[src/design/periodic_distance_with_min_max_unit_defines.svh]
// ----------------------------------------------------------------------------
// periodic distance unit assertion macros
// concurrent check wrappers, compiled out when SYNTH is defined
// ----------------------------------------------------------------------------
`ifndef PERIODIC_DISTANCE_WITH_MIN_MAX_UNIT_DEFINES_SVH
`define PERIODIC_DISTANCE_WITH_MIN_MAX_UNIT_DEFINES_SVH

`ifndef SYNTH
`define PDMM_ASSERT(lbl, prop, msg) \
  lbl: assert property (@(posedge clk_i) disable iff (!rst_ni) prop) else $error(msg);
`define PDMM_ASSERT_NR(lbl, prop, msg) \
  lbl: assert property (@(posedge clk_i) prop) else $error(msg);
`else
`define PDMM_ASSERT(lbl, prop, msg)
`define PDMM_ASSERT_NR(lbl, prop, msg)
`endif

`endif

[src/design/pdmm_pkg.sv]
// ----------------------------------------------------------------------------
// pdmm_pkg
// widths and shared types of the periodic distance unit
// ----------------------------------------------------------------------------
`timescale 1ns / 1ps

package pdmm_pkg;

  localparam int COORD_W = 32;
  localparam int DIFF_W  = COORD_W + 1;
  localparam int MAG_W   = DIFF_W;
  localparam int LO_W    = MAG_W / 2;
  localparam int HI_W    = MAG_W - LO_W;
  localparam int SQ_W    = 2 * MAG_W;
  localparam int SUM_W   = SQ_W;
  localparam int ROOT_W  = SUM_W / 2;
  localparam int REM_W   = ROOT_W + 3;
  localparam int DIST_W  = COORD_W + 2;
  localparam int SCNT_W  = $clog2(ROOT_W + 1);
  localparam int NLANES  = 3;
  localparam int LANE_LAT = 4;
  localparam int LCNT_W  = $clog2(LANE_LAT);

  typedef struct packed {
    logic busy;
    logic done;
  } sqrt_stat_t;

endpackage

[src/design/pdmm_lane.sv]
// ----------------------------------------------------------------------------
// pdmm_lane
// one coordinate lane: difference, optional periodic wrap, magnitude, square
// ----------------------------------------------------------------------------
`timescale 1ns / 1ps

module pdmm_lane import pdmm_pkg::*; (
  input  logic                      clk_i,
  input  logic                      load_i,
  input  logic                      wrap_i,
  input  logic signed [COORD_W-1:0] a_i,
  input  logic signed [COORD_W-1:0] b_i,
  output logic        [SQ_W-1:0]    sq_o
);

  logic [DIFF_W-1:0]      diff_full;
  logic [DIFF_W-1:0]      diff_d;
  logic [DIFF_W-1:0]      diff_q;
  logic [MAG_W-1:0]       mag_q;
  logic [HI_W-1:0]        mag_hi;
  logic [LO_W-1:0]        mag_lo;
  logic [2*HI_W-1:0]      hh_q;
  logic [HI_W+LO_W-1:0]   hl_q;
  logic [2*LO_W-1:0]      ll_q;
  logic [SQ_W-1:0]        sq_d;
  logic [SQ_W-1:0]        sq_q;

  assign diff_full = {a_i[COORD_W-1], a_i} - {b_i[COORD_W-1], b_i};
  assign diff_d    = wrap_i ? {diff_full[COORD_W-1], diff_full[COORD_W-1:0]} : diff_full;
  assign mag_hi    = mag_q[MAG_W-1:LO_W];
  assign mag_lo    = mag_q[LO_W-1:0];
  assign sq_d      = (SQ_W'(hh_q) << (2 * LO_W)) + (SQ_W'(hl_q) << (LO_W + 1))
                   + SQ_W'(ll_q);

  always_ff @(posedge clk_i) begin
    if (load_i) begin
      diff_q <= diff_d;
    end
    mag_q <= diff_q[DIFF_W-1] ? (~diff_q + DIFF_W'(1)) : diff_q;
    hh_q  <= mag_hi * mag_hi;
    hl_q  <= mag_hi * mag_lo;
    ll_q  <= mag_lo * mag_lo;
    sq_q  <= sq_d;
  end

  assign sq_o = sq_q;

endmodule

[config.mk]
export PLATFORM = sky130hd
export DESIGN_NAME = pdmm_lane
export DESIGN_NICKNAME = d
export VERILOG_FILES = /design/src/design/periodic_distance_with_min_max_unit_defines.svh /design/src/design/pdmm_pkg.sv /design/src/design/pdmm_lane.sv
export SDC_FILE = /design/constraint.sdc
export NUM_CORES = 2
export LEC_CHECK = 0
export ABC_CLOCK_PERIOD_IN_PS = 8700
export BUFFER_PORTS_ARGS = -buffer_cell sky130_fd_sc_hd__buf_2
export CAP_MARGIN = 20
export CORE_MARGIN = 8
export CORE_UTILIZATION = 40
export DETAILED_ROUTE_END_ITERATION = 16
export MAX_ROUTING_LAYER = met4
export SKIP_LAST_GASP = 1
export SLEW_MARGIN = 15
export SYNTH_ARGS = -nofsm -noshare
export SYNTH_HDL_FRONTEND = slang
export SYNTH_SLANG_ARGS = --single-unit
[constraint.sdc]
create_clock -name clk_i -period 8.7 [get_ports clk_i]
set_input_delay 0 -clock clk_i [delete_from_list [all_inputs] [get_ports clk_i]]
set_output_delay 0 -clock clk_i [all_outputs]
set_load 0.05 [all_outputs]
# After elaboration in Yosys (flattened, before gate mapping)
# Index checks and enable logic that the tools add are counted.
# op_classes
n_addsub,4
n_bitwise,1
multipliers,3
mux,2
# ops
cell,n
$add 66x32->66,1
$add 66x50->66,1
$mul 17x17->34,1
$add 33x1->33 const B,1
$mul 17x16->33,1
$mux 33,1
$not 33->33,1
$sub 32x32->33,1
$mul 16x16->32,1
$mux 32,1
# word_totals
elab_cells,17
reg_bits,231
in_bits,67
output_inout_bits,66

# Logic depth before layout (Yosys ltp)
# depth
word_depth,3
depth_mapped,25
mapped_depth_nobuf,24

# Least setup slack after synthesis
# Ideal clock, no wire load.
# synth_timing
kind,register to register
startpoint,register mag_q[26]
endpoint,register hl_q[27]
path_slack_ns,2.574
path_stages_with_launch,23
required_ns,8.574
path_buffers,3
setup_time_ns,0.126
arrival_time_ns,6.000
synth_period_minus_slack_ns,6.126
path_cell_list,dfxtp_1 clkbuf_1 clkbuf_1 nand2_1 fa_1 fa_1 fa_1 fa_1 inv_1 fa_1 inv_1 fa_1 inv_1 ha_1 clkbuf_2 o21a_1 o211ai_1 a31o_1 o21a_1 or4_4 a31oi_4 or4_2 nand3_1
# synth_via
elab_chain_cells,1
# synth_rtl
element,line,source
from (decl),pdmm_lane.sv:19,logic [MAG_W-1:0] mag_q;
from (signal assigned),pdmm_lane.sv:39,mag_q <= diff_q[DIFF_W-1] ? (~diff_q + DIFF_W'(1)) : diff_q;
$mul 17x16->33,pdmm_lane.sv:41,hl_q <= mag_hi * mag_lo;
to (signal assigned),pdmm_lane.sv:41,
to (decl),pdmm_lane.sv:23,logic [HI_W+LO_W-1:0] hl_q;
# No other way between the ends.
# A chain may end at the register's enable or synchronous reset.

# Worst setup path in the final report
# layout_timing
startpoint,register mag_q[27]
endpoint,register hh_q[31]
# layout_via
elab_chain_cells,1
# layout_rtl
element,line,source
$mul 17x17->34,pdmm_lane.sv:40,hh_q <= mag_hi * mag_hi;
to (signal assigned),pdmm_lane.sv:40,
to (decl),pdmm_lane.sv:22,logic [2*HI_W-1:0] hh_q;
# No other way between the ends.

==> results.yml <==
outcome:
  status: "complete, no violations"
finish:
  fillers: 8162
  antenna_cells: 0
  fin_nets: 4771
  area_growth_pct: 9.746
  drive_gt1_share_pct: 7.109
timing:
  slew_viol_final: 0
  rsz0062_at_grt: "no"
  fin_ws_ns: 1.934
  skew_ns: 0.03590
  final-setup-viol-count: 0
  setup_tns_ns: 0
  layout_min_cycle_time_ns: 6.766
  fin_crit_sh_pct: 77.78
  hold_viol: 0
  worst_pin_slew_ns: 1.055
  slew_headroom_pct: 29.56
  max_freq_mhz: 147.8
logic_synthesis:
  yosysTopAreaCellShare_pct: 33.64
  synth-edff-count: 33
  synth_ff_type: "dfxtp_1"
  syn_nets: 4653
  ys_types: 85
  syn_area_per_cell_um2: 9.244
  syn-instance-count: 3644
  synth.area.top_cells: "fa_1, ha_1, dfxtp_1, inv_1, and2_1"
  netlist_area_um2: 33690
  ys_warn_count: 0
  ys_ff_latch: 228
  async_reset_ff_share_pct: 0
  yosys.area.top_type: "fa_1"
  synth-seq-area-share_pct: 14.53
routing:
  drc_errors: 0
  via_count: 23670
  first_iter_violations: 1067
  firstDrtPassIters: 5
  routed_wl_um: 77470
  avgRoutedWirePerCell_um: 15.93
  ant_nets: 0
  viasPerCell: 4.867
placement:
  dp.final_hpwl_um: 63000
  io_buffer_count: 131
  post-place-ws_ns: 1.975
  gp_congestion: 0.8532
global_route:
  grt_pass1_vias: 25360
  antenna_found_initial: 1
  track_usage_pct: 17.30
  grt_first_pass_wirelength_um: 130100
  grt_overflow: 0
  grt_max_degree: 36
cts:
  ctsHtreeMaxLevel: 1
  cts.repair.resized: 0
  cts_setup_buffers: 0
  cts.sinks: 228
  cts_tree: "yes"
  clk_pin_slew_ns: 0.06
  cts_root_buf: "clkbuf_16"
  hold_buffers: 47
  numCtsBuffers: 28
  cts_buffer_depth: 3
  clk_latency_ns: 0.60
worst_setup_path:
  r2r-end: "hh_q[31]$_DFF_P_"
  required_ns: 9.16
  worstSetupEndpoint: "hh_q[31]$_DFF_P_"
  crit_path_max_fanout: 12
  endpoint_kind: "flop"
  arrival_ns: 7.23
  critPathLaunchType: "flop"
  crit_type: "flop to flop"
  r2r-start: "mag_q[27]$_DFF_P_"
  reg2regPathDepth: 21
  startpoint: "mag_q[27]$_DFF_P_"
  r2r_slack_ns: 1.93
die:
  rows: 106
  start_util_pct: 40.32
  ioPinCount: 133
  dieArea_um2: 93760
  die_x_um: 306.2
  die_h_um: 306.2
  coreArea_um2: 83560
run:
  max-cap-violations: 0
hold_path:
  hp-class: "input pin to flop"
## sequential cells by signal, summed over array words and instances, names as in the netlist
signal  cells
ll_q       31
diff_q     33
hh_q       33
sq_o       65
mag_q      33
hl_q       33
## cells in the mapped netlist, drive strengths merged, types with 4 or more instances
| library cell | n |
|---|---|
| a2111oi | 4 |
| a211oi | 9 |
| a21o | 81 |
| a21oi | 139 |
| a31o | 7 |
| a31oi | 17 |
| a41oi | 5 |
| and2 | 232 |
| and3 | 26 |
| and4 | 5 |
| buf | 6 |
| clkbuf | 121 |
| dfxtp | 195 |
| edfxtp | 33 |
| fa | 566 |
| ha | 376 |
| inv | 813 |
| nand2 | 357 |
| nand2b | 18 |
| nand3 | 41 |
| nand4 | 15 |
| nor2 | 104 |
| nor2b | 26 |
| nor3 | 21 |
| nor4 | 8 |
| o2111ai | 4 |
| o211ai | 20 |
| o21a | 11 |
| o21ai | 74 |
| o21bai | 25 |
| o31ai | 17 |
| o41ai | 7 |
| or2 | 7 |
| or3 | 5 |
| or4 | 10 |
| xnor2 | 164 |
| xor2 | 43 |
## cells by family after synthesis
kind of cell	share of synthesized area, %
XOR/XNOR	5.382
other	0.01113
adder cells (fa/ha/maj)	47.60
buffers and inverters	10.50
AO/OA/AOI/OAI	8.903
flip-flops	14.53
multiplexers	0.06685
AND/OR/NAND/NOR	13.01
## stage by stage
stage               instance area [um2]  hold slack [ns]  util [%]  cells
finish                            36970          0.03637     44.25   4864
global route                      36970          0.06075     44.25   4864
CTS                               36970         0.004758     44.25   4864
detailed placement                35490           0.3121     42.48   4765
global placement                  35490           0.3115     42.48   4765
floorplan                         33690           0.1125         -   3644
## worst min path at each step
stage                    startpoint                   end  cells past startpoint
floorplan                    load_i   diff_q[0]$_DFFE_PP_                      0
global placement    ll_q[6]$_DFF_P_       sq_o[6]$_DFF_P_                      0
detailed placement  ll_q[6]$_DFF_P_       sq_o[6]$_DFF_P_                      0
CTS                         a_i[11]  diff_q[11]$_DFFE_PP_                      3
global route                b_i[22]  diff_q[22]$_DFFE_PP_                      4
finish                      a_i[25]  diff_q[25]$_DFFE_PP_                      3
## final cells by class
| class | count | area [um2] | share of cell area (%) |
|---|---|---|---|
| multi-input combinational | 2476 | 25260 | 68.31 |
| sequential | 228 | 4898 | 13.25 |
| inverter | 813 | 3052 | 8.255 |
| timing repair buffer | 215 | 1404 | 3.797 |
| tap | 1080 | 1351 | 3.655 |
| clock buffer | 34 | 764.5 | 2.068 |
| clock inverter | 18 | 244.0 | 0.6600 |
## routing by layer
layer  routed length (um)  track usage, %  vias up
met4                 1457           3.569        0
li1                     -               -    11500
met2                34970           27.31      536
met5                    0               -        -
met1                37250           24.07    11550
met3                 3789           1.964       92
## worst max-delay path, cell delays in order (launching register included)
cell and delay (ns):
dfxtp_1 0.72, inv_1 0.37, nor2_1 0.29, fa_1 0.44, inv_1 0.09, fa_1 0.45, fa_1 0.52, inv_1 0.06
fa_1 0.48, fa_1 0.49, inv_1 0.05, fa_1 0.48, inv_1 0.05, ha_1 0.33, o21a_1 0.14, o21ai_0 0.36
o31ai_4 0.16, a211oi_4 0.31, a21oi_2 0.11, a311oi_1 0.44, o21ai_1 0.15, xor2_1 0.15
## cells in the final DEF (no fill, tap or decap), types with 20 or more instances in the layout
| master | instances |
|---|---|
| xor2_1 | 43 |
| and3_1 | 26 |
| and2_1 | 230 |
| nor2_1 | 103 |
| nor3_1 | 20 |
| buf_4 | 37 |
| o21bai_1 | 24 |
| dfxtp_1 | 192 |
| clkbuf_16 | 29 |
| dlygate4sd3_1 | 47 |
| nand3_1 | 40 |
| o21ai_0 | 63 |
| nor2b_1 | 25 |
| a21oi_1 | 137 |
| inv_1 | 813 |
| edfxtp_1 | 33 |
| xnor2_1 | 164 |
| ha_1 | 376 |
| a21o_1 | 81 |
| fa_1 | 566 |
| o211ai_1 | 20 |
| buf_2 | 131 |
| nand2_1 | 357 |
Power is left out: the tool's default activity adds up to more than one toggle a clock period on the data nets, which glitch-free logic cannot reach.
