**config.mk**
```make
export PLATFORM = sky130hd
export DESIGN_NAME = pdmm_sqrt
export DESIGN_NICKNAME = d
export VERILOG_FILES = /design/src/design/periodic_distance_with_min_max_unit_defines.svh /design/src/design/pdmm_pkg.sv /design/src/design/pdmm_sqrt.sv
export SDC_FILE = /design/constraint.sdc
export NUM_CORES = 1
export LEC_CHECK = 0
export ABC_AREA = 1
export BUFFER_PORTS_ARGS = -buffer_cell sky130_fd_sc_hd__buf_2
export CAP_MARGIN = 10
export CORE_MARGIN = 10
export CORE_UTILIZATION = 35
export DETAILED_ROUTE_END_ITERATION = 16
export PLACE_DENSITY_LB_ADDON = 0.08
export SLEW_MARGIN = 15
export SYNTH_ARGS = -nofsm -noshare
export SYNTH_HDL_FRONTEND = slang
export SYNTH_SLANG_ARGS = --single-unit
export TNS_END_PERCENT = 5
```
**constraint.sdc**
```tcl
create_clock -name clk_i -period 3.6 [get_ports clk_i]
set_input_delay 0.36 -clock clk_i [delete_from_list [all_inputs] [get_ports clk_i]]
set_output_delay 0.36 -clock clk_i [all_outputs]
set_load 0.05 [all_outputs]
```
**src/design/periodic_distance_with_min_max_unit_defines.svh**
```systemverilog
// ----------------------------------------------------------------------------
// periodic distance unit assertion macros
// concurrent check wrappers, compiled out when SYNTH is defined
// ----------------------------------------------------------------------------
`ifndef PERIODIC_DISTANCE_WITH_MIN_MAX_UNIT_DEFINES_SVH
`define PERIODIC_DISTANCE_WITH_MIN_MAX_UNIT_DEFINES_SVH

`ifndef SYNTH
`define PDMM_ASSERT(lbl, prop, msg) \
  lbl: assert property (@(posedge clk_i) disable iff (!rst_ni) prop) else $error(msg);
`define PDMM_ASSERT_NR(lbl, prop, msg) \
  lbl: assert property (@(posedge clk_i) prop) else $error(msg);
`else
`define PDMM_ASSERT(lbl, prop, msg)
`define PDMM_ASSERT_NR(lbl, prop, msg)
`endif

`endif

```
**src/design/pdmm_pkg.sv**
```systemverilog
// ----------------------------------------------------------------------------
// pdmm_pkg
// widths and shared types of the periodic distance unit
// ----------------------------------------------------------------------------
`timescale 1ns / 1ps

package pdmm_pkg;

  localparam int COORD_W = 32;
  localparam int DIFF_W  = COORD_W + 1;
  localparam int MAG_W   = DIFF_W;
  localparam int LO_W    = MAG_W / 2;
  localparam int HI_W    = MAG_W - LO_W;
  localparam int SQ_W    = 2 * MAG_W;
  localparam int SUM_W   = SQ_W;
  localparam int ROOT_W  = SUM_W / 2;
  localparam int REM_W   = ROOT_W + 3;
  localparam int DIST_W  = COORD_W + 2;
  localparam int SCNT_W  = $clog2(ROOT_W + 1);
  localparam int NLANES  = 3;
  localparam int LANE_LAT = 4;
  localparam int LCNT_W  = $clog2(LANE_LAT);

  typedef struct packed {
    logic busy;
    logic done;
  } sqrt_stat_t;

endpackage

```
**src/design/pdmm_sqrt.sv**
```systemverilog
// ----------------------------------------------------------------------------
// pdmm_sqrt
// iterative floor square root, one result bit per cycle
// ----------------------------------------------------------------------------
`timescale 1ns / 1ps

module pdmm_sqrt import pdmm_pkg::*; (
  input  logic              clk_i,
  input  logic              rst_ni,
  input  logic              start_i,
  input  logic [SUM_W-1:0]  radicand_i,
  output sqrt_stat_t        stat_o,
  output logic [ROOT_W-1:0] root_o
);

  logic [SUM_W-1:0]  rad_q;
  logic [REM_W-1:0]  rem_q;
  logic [ROOT_W-1:0] root_q;
  logic [SCNT_W-1:0] cnt_q;
  logic              busy_q;
  logic              done_q;
  logic [REM_W-1:0]  shifted;
  logic [REM_W-1:0]  trial;
  logic              ge;

  assign shifted = {rem_q[REM_W-3:0], rad_q[SUM_W-1 -: 2]};
  assign trial   = {1'b0, root_q, 2'b01};
  assign ge      = shifted >= trial;

  always_ff @(posedge clk_i or negedge rst_ni) begin
    if (!rst_ni) begin
      busy_q <= 1'b0;
      done_q <= 1'b0;
      cnt_q  <= '0;
    end else begin
      done_q <= busy_q && !start_i && (cnt_q == SCNT_W'(1));
      if (start_i) begin
        busy_q <= 1'b1;
        cnt_q  <= SCNT_W'(ROOT_W);
      end else if (busy_q) begin
        cnt_q <= cnt_q - SCNT_W'(1);
        if (cnt_q == SCNT_W'(1)) begin
          busy_q <= 1'b0;
        end
      end
    end
  end

  always_ff @(posedge clk_i) begin
    if (start_i) begin
      rad_q  <= radicand_i;
      rem_q  <= '0;
      root_q <= '0;
    end else if (busy_q) begin
      rad_q  <= rad_q << 2;
      rem_q  <= ge ? (shifted - trial) : shifted;
      root_q <= {root_q[ROOT_W-2:0], ge};
    end
  end

  assign stat_o.busy = busy_q;
  assign stat_o.done = done_q;
  assign root_o      = root_q;

endmodule

```
Word-level counts from Yosys, hierarchy flattened

Cells that the tools add are included.

Add/sub/neg operators: 2
$lt $le $gt $ge: 1
Equal/unequal tests: 1
Muxes and demuxes: 8
Reductions and logical operators: 4

Operator list:

| kind                  | count |
|---|---|
| $mux W66              | 2 |
| $ge A36 B35 Y1        | 1 |
| $mux W34              | 1 |
| $sub A34 B34 Y34      | 1 |
| $mux W6               | 2 |
| $eq A6 B1 Y1 const B  | 1 |
| $sub A6 B1 Y6 const B | 1 |
| $mux W1               | 3 |
| $logic_and A1 B1 Y1   | 2 |
| $reduce_bool A2 Y1    | 1 |
| $logic_not A1 Y1      | 1 |

Register bits after elaboration: 141
Output and inout port bits: 35
Logic and storage cells: 22

Longest topological paths before layout

Depth after elaboration: 4
Gate-level depth with buffers: 17
Depth with buffers taken out: 16

Worst setup path after synthesis

Ideal clock, no wire load.

Kind: input -> register
Start point: input port start_i
End point: register rad_q[0], enable pin
Data arrival time: 2.907 ns
Required time: 3.144 ns
Slack: 0.237 ns
Stages: 4
Cells stage by stage: clkbuf_1 -> nor2_1 -> clkinv_1 -> clkbuf_1

Longest elaborated chain between the ends: 1

RTL lines:

| element                      | line            | text |
|---|---|---|
| start: declaration           | pdmm_sqrt.sv:10 | `input logic start_i,` |
| $reduce_bool A2 Y1 (no line) | -               |  |
| end signal: assignment       | pdmm_sqrt.sv:51 | `rad_q <= radicand_i;` |
| end signal: assignment       | pdmm_sqrt.sv:55 | `rad_q <= rad_q << 2;` |
| end: declaration             | pdmm_sqrt.sv:16 | `logic [SUM_W-1:0] rad_q;` |

Every way passes these cells.
A chain may end at the register's enable or synchronous reset.

Final worst setup path

Start point: register root_q[17] (netlist: root_o[17])
End point: register rem_q[23]

Longest elaborated chain between the ends: 2
Elaborated cells between the ends (all ways): 3
Those cells by class: add/sub (1); order compare (1); mux (1)

RTL lines:

| element                                                   | line                             | text |
|---|---|---|
| start: declaration                                        | pdmm_sqrt.sv:18                  | `logic [ROOT_W-1:0] root_q;` |
| start signal: assignment                                  | pdmm_sqrt.sv:57                  | `root_q <= {root_q[ROOT_W-2:0], ge};` |
| $sub A34 B34 Y34 / $ge A36 B35 Y1 (equally long branches) | pdmm_sqrt.sv:56, pdmm_sqrt.sv:28 |  |
| $mux W34 (*)                                              | pdmm_sqrt.sv:56                  | `rem_q <= ge ? (shifted - trial) : shifted;` |
| end signal: assignment                                    | pdmm_sqrt.sv:56                  |  |
| end: declaration                                          | pdmm_sqrt.sv:17                  | `logic [REM_W-1:0] rem_q;` |

Mark *: on every way between the ends. The rest lies on a longest branch, timed or not.

==> results.py <==
metrics = {
    "logic_synthesis": {
        "ys_ff_latch": 141,
        "yosys_warnings": 0,
        "syn_area_per_cell_um2": 7.10,
        "syn_inst": 1189,
        "synth.top_cell.area_share_pct": 23.5,
        "syn_area_um2": 8440,
        "synth.distinct_cells": 41,
        "syn-num-nets": 1295,
        "yosysSeqAreaShare_pct": 41.8,
        "synth_top_area_cell": "edfxtp_1",
        "synth_area_leaders": "edfxtp_1, nand2_1, dfxtp_1, inv_1, ha_1",
    },
    "setup_path": {
        "critPathLaunchType": "flop",
        "path_max_fanout": 27,
        "cp_common_cell": "nand2_1",
        "startpoint": "root_o[17]",
        "endpoint_kind": "flop",
        "path_buf_inv": 2,
        "rr_endpoint": "rem_q[23]",
        "crit_path_top_delay_cell": "ha_1",
        "rr_worst_depth": 12,
        "crit_family": "simple AND/OR/NAND/NOR gates",
        "timing.rr.start": "root_o[17]",
        "cp.arrival_ns": 2.97,
        "regToRegSetupSlack_ns": 1.01,
        "critical_path_class": "flop to flop",
        "slowest_delay_ns": 0.37,
        "crit_required_ns": 3.98,
        "crit_chain": "inv_1, ha_1, a21oi_1, nand2_1, a21oi_1, nand2_1, nand2_2, nand4_4, buf_4, nand2_1, nand3_1, nand2_1",
    },
    "timing": {
        "finalSetupTns_ns": 0,
        "finalHoldViolations": 0,
        "relSlewSlack_pct": 41.3,
        "finalSetupViolations": 0,
        "final.min_clock_period_ns": 2.59,
        "worst_clock_skew_ns": 0.0167,
        "tightest_slew_ns": 0.879,
        "min_period_over_period_pct": 72.1,
        "rsz0062_at_grt": "no",
        "max_freq_ghz": 0.385,
        "drv_slew": 0,
    },
    "routing": {
        "dr.pass1.iters": 4,
        "dr_total_vias": 7445,
        "drt-total-wl_um": 23900,
        "postRouteAntennaNets": 0,
        "drcViolationCount": 0,
        "drt_iter0_drc": 367,
        "wl_per_cell_um": 14.8,
        "vias_per_cell": 4.61,
    },
    "min_path": {
        "min_from": "radicand_i[1]",
        "hold_depth": 3,
        "holdPathEnd": "rad_q[1]",
        "hp-class": "primary input to flop",
    },
    "grt": {
        "track_usage_pct": 15.7,
        "grtUsageMet2_pct": 26.4,
        "grt_max_degree": 53,
        "busiest_layer": "met2",
        "grt_pass1_wl_um": 39300,
        "grtUsageMet3_pct": 3.30,
        "grt_use_met1_pct": 19.8,
        "first_global_vias": 7635,
        "antenna_found_initial": 0,
        "overflow": 0,
    },
    "cts": {
        "cts_setup_buffers": 0,
        "cts_sinks": 141,
        "numCtsBuffers": 17,
        "cts_resized": 0,
        "root_buffer": "clkbuf_16",
        "cts_hold_buf": 1,
        "cts_tree": "built",
        "htree_num_levels": 4,
        "clk_latency_ns": 0.44,
        "clock_path_buffers": 2,
        "clk_pin_slew_ns": 0.08,
    },
    "die": {
        "rows": 56,
        "die-area_um2": 30700,
        "die_h_um": 175,
        "io_pins": 104,
        "initial_utilization_pct": 35.7,
        "core_um2": 23600,
        "die_w_um": 175,
    },
    "final_layout": {
        "fin_util_pct": 41.8,
        "syn_to_final_growth_pct": 16.8,
        "drive_gt1_share_pct": 14.0,
        "fin_nets": 1390,
        "fill_cells": 2594,
        "n_antenna_cell": 0,
    },
    "placement": {
        "hpwl_um": 17800,
        "placement.io_buffers": 103,
        "finalWeightedCongestion": 0.931,
    },
    "power": {
        "irDropWorstVdd_v": 0.000293,
        "combPwrFrac_pct": 53.2,
        "leakage_nw": 5.13,
        "clock_power_share_pct": 21.7,
        "p_seq_share_pct": 25.1,
        "intPower_mw": 4.53,
        "p_switching_mw": 4.11,
        "p_sw_share_pct": 47.6,
        "power.density_nw_per_um2": 876,
    },
    "run_status": {
        "status": "completed",
    },
    "run": {
        "cap_violations": 0,
    },
}
-- worst min-delay path: stages --
cell and delay [ns]:
buf_2 0.08, nand2_1 0.04, inv_1 0.04
-- registers in the layout, indices dropped and copies added, names as in the netlist --
name	flops
root_o	33
rem_q	34
rad_q	66
done_q	1
busy_q	1
cnt_q	6
-- final cells by class --
cell class	instances	area (µm²)	share of cell area, %
clock buffers	17	425	4.31
repair buffers	111	591	5.99
multi-input cells	848	4110	41.7
flip-flops and latches	141	3520	35.7
inverters	165	622	6.31
clock inverters	15	189	1.92
well taps	319	399	4.05
-- cell usage in the layout (no fill, tap or decap), types with 29 or more instances in the layout --
cell      netlist  routed
a21oi_1        29      29
buf_2           3     103
dfxtp_1        67      67
edfxtp_1       66      66
ha_1           37      37
inv_1         162     162
nand2_1       517     517
nand3_1        70      70
nor2_1         55      54
o22ai_1        33      33
-- synthesized netlist by cell type, drive strengths merged --
| master | n |
|---|---|
| dfxtp | 67 |
| and3 | 2 |
| clkbuf | 17 |
| clkinv | 2 |
| buf | 18 |
| o21bai | 6 |
| dfrtp | 8 |
| xor2 | 2 |
| nor3 | 5 |
| edfxtp | 66 |
| o22ai | 33 |
| a31oi | 1 |
| inv | 163 |
| nand4 | 13 |
| a21boi | 1 |
| a21oi | 33 |
| nand2 | 524 |
| nor2 | 68 |
| and2 | 1 |
| ha | 37 |
| a21o | 1 |
| o21ai | 24 |
| o211ai | 1 |
| or2 | 1 |
| nand3 | 80 |
| xnor2 | 15 |
-- through the flow --
step | worst slack, ns | area (µm²) | instances | hold WS [ns] | total power, mW
after floorplan | 0.237 | 8440 | 1189 | 0.0644 | 5.74
after global placement | 1.00 | 9240 | 1583 | 0.221 | 6.83
after detailed placement | 0.997 | 9240 | 1583 | 0.217 | 6.82
after CTS | 0.974 | 9860 | 1616 | 0.164 | 8.73
after global routing | 0.688 | 9860 | 1616 | 0.192 | 9.46
final | 1.01 | 9860 | 1616 | 0.172 | 8.64
-- per-layer routing --
metal | up-vias | wire length [µm] | part of all wire (%)
li1 | 3950 | - | -
met1 | 3366 | 11300 | 47
met2 | 114 | 11200 | 47
met3 | 15 | 1060 | 4.4
met4 | 0 | 247 | 1.0
met5 | - | 0 | 0
-- worst max path at each step --
stage,to,slack (ns),cells after the start
floorplan,rad_q[0],0.24,4
global placement,rem_q[26],1.00,12
detailed placement,rem_q[26],1.0,12
CTS,rem_q[11],0.97,12
global route,rem_q[12],0.69,12
finish,rem_q[23],1.01,12
-- cells by family (layout without fill, tap and decap cells) --
| kind of cell | count (synthesis) | count (layout) | synth area share, % |
|---|---|---|---|
| adder cells (fa/ha/maj) | 37 | 37 | 5.49 |
| AND/OR/NAND/NOR | 694 | 694 | 34.5 |
| flip-flops | 141 | 141 | 41.8 |
| AO/OA/AOI/OAI | 100 | 100 | 6.97 |
| buffers and inverters | 200 | 308 | 9.56 |
| XOR/XNOR | 17 | 17 | 1.76 |
-- power by group through the flow --
stage	Combinational [mW]	Sequential (mW)	Clock, mW
3_3_place_gp	4.62	2.20	0
3_5_place_dp	4.62	2.20	0
4_1_cts	4.64	2.17	1.92
5_1_grt	5.29	2.20	1.97
2_1_floorplan	3.55	2.19	0
6_report	4.60	2.17	1.88
No activity file was read; power rests on OpenSTA's default activity.
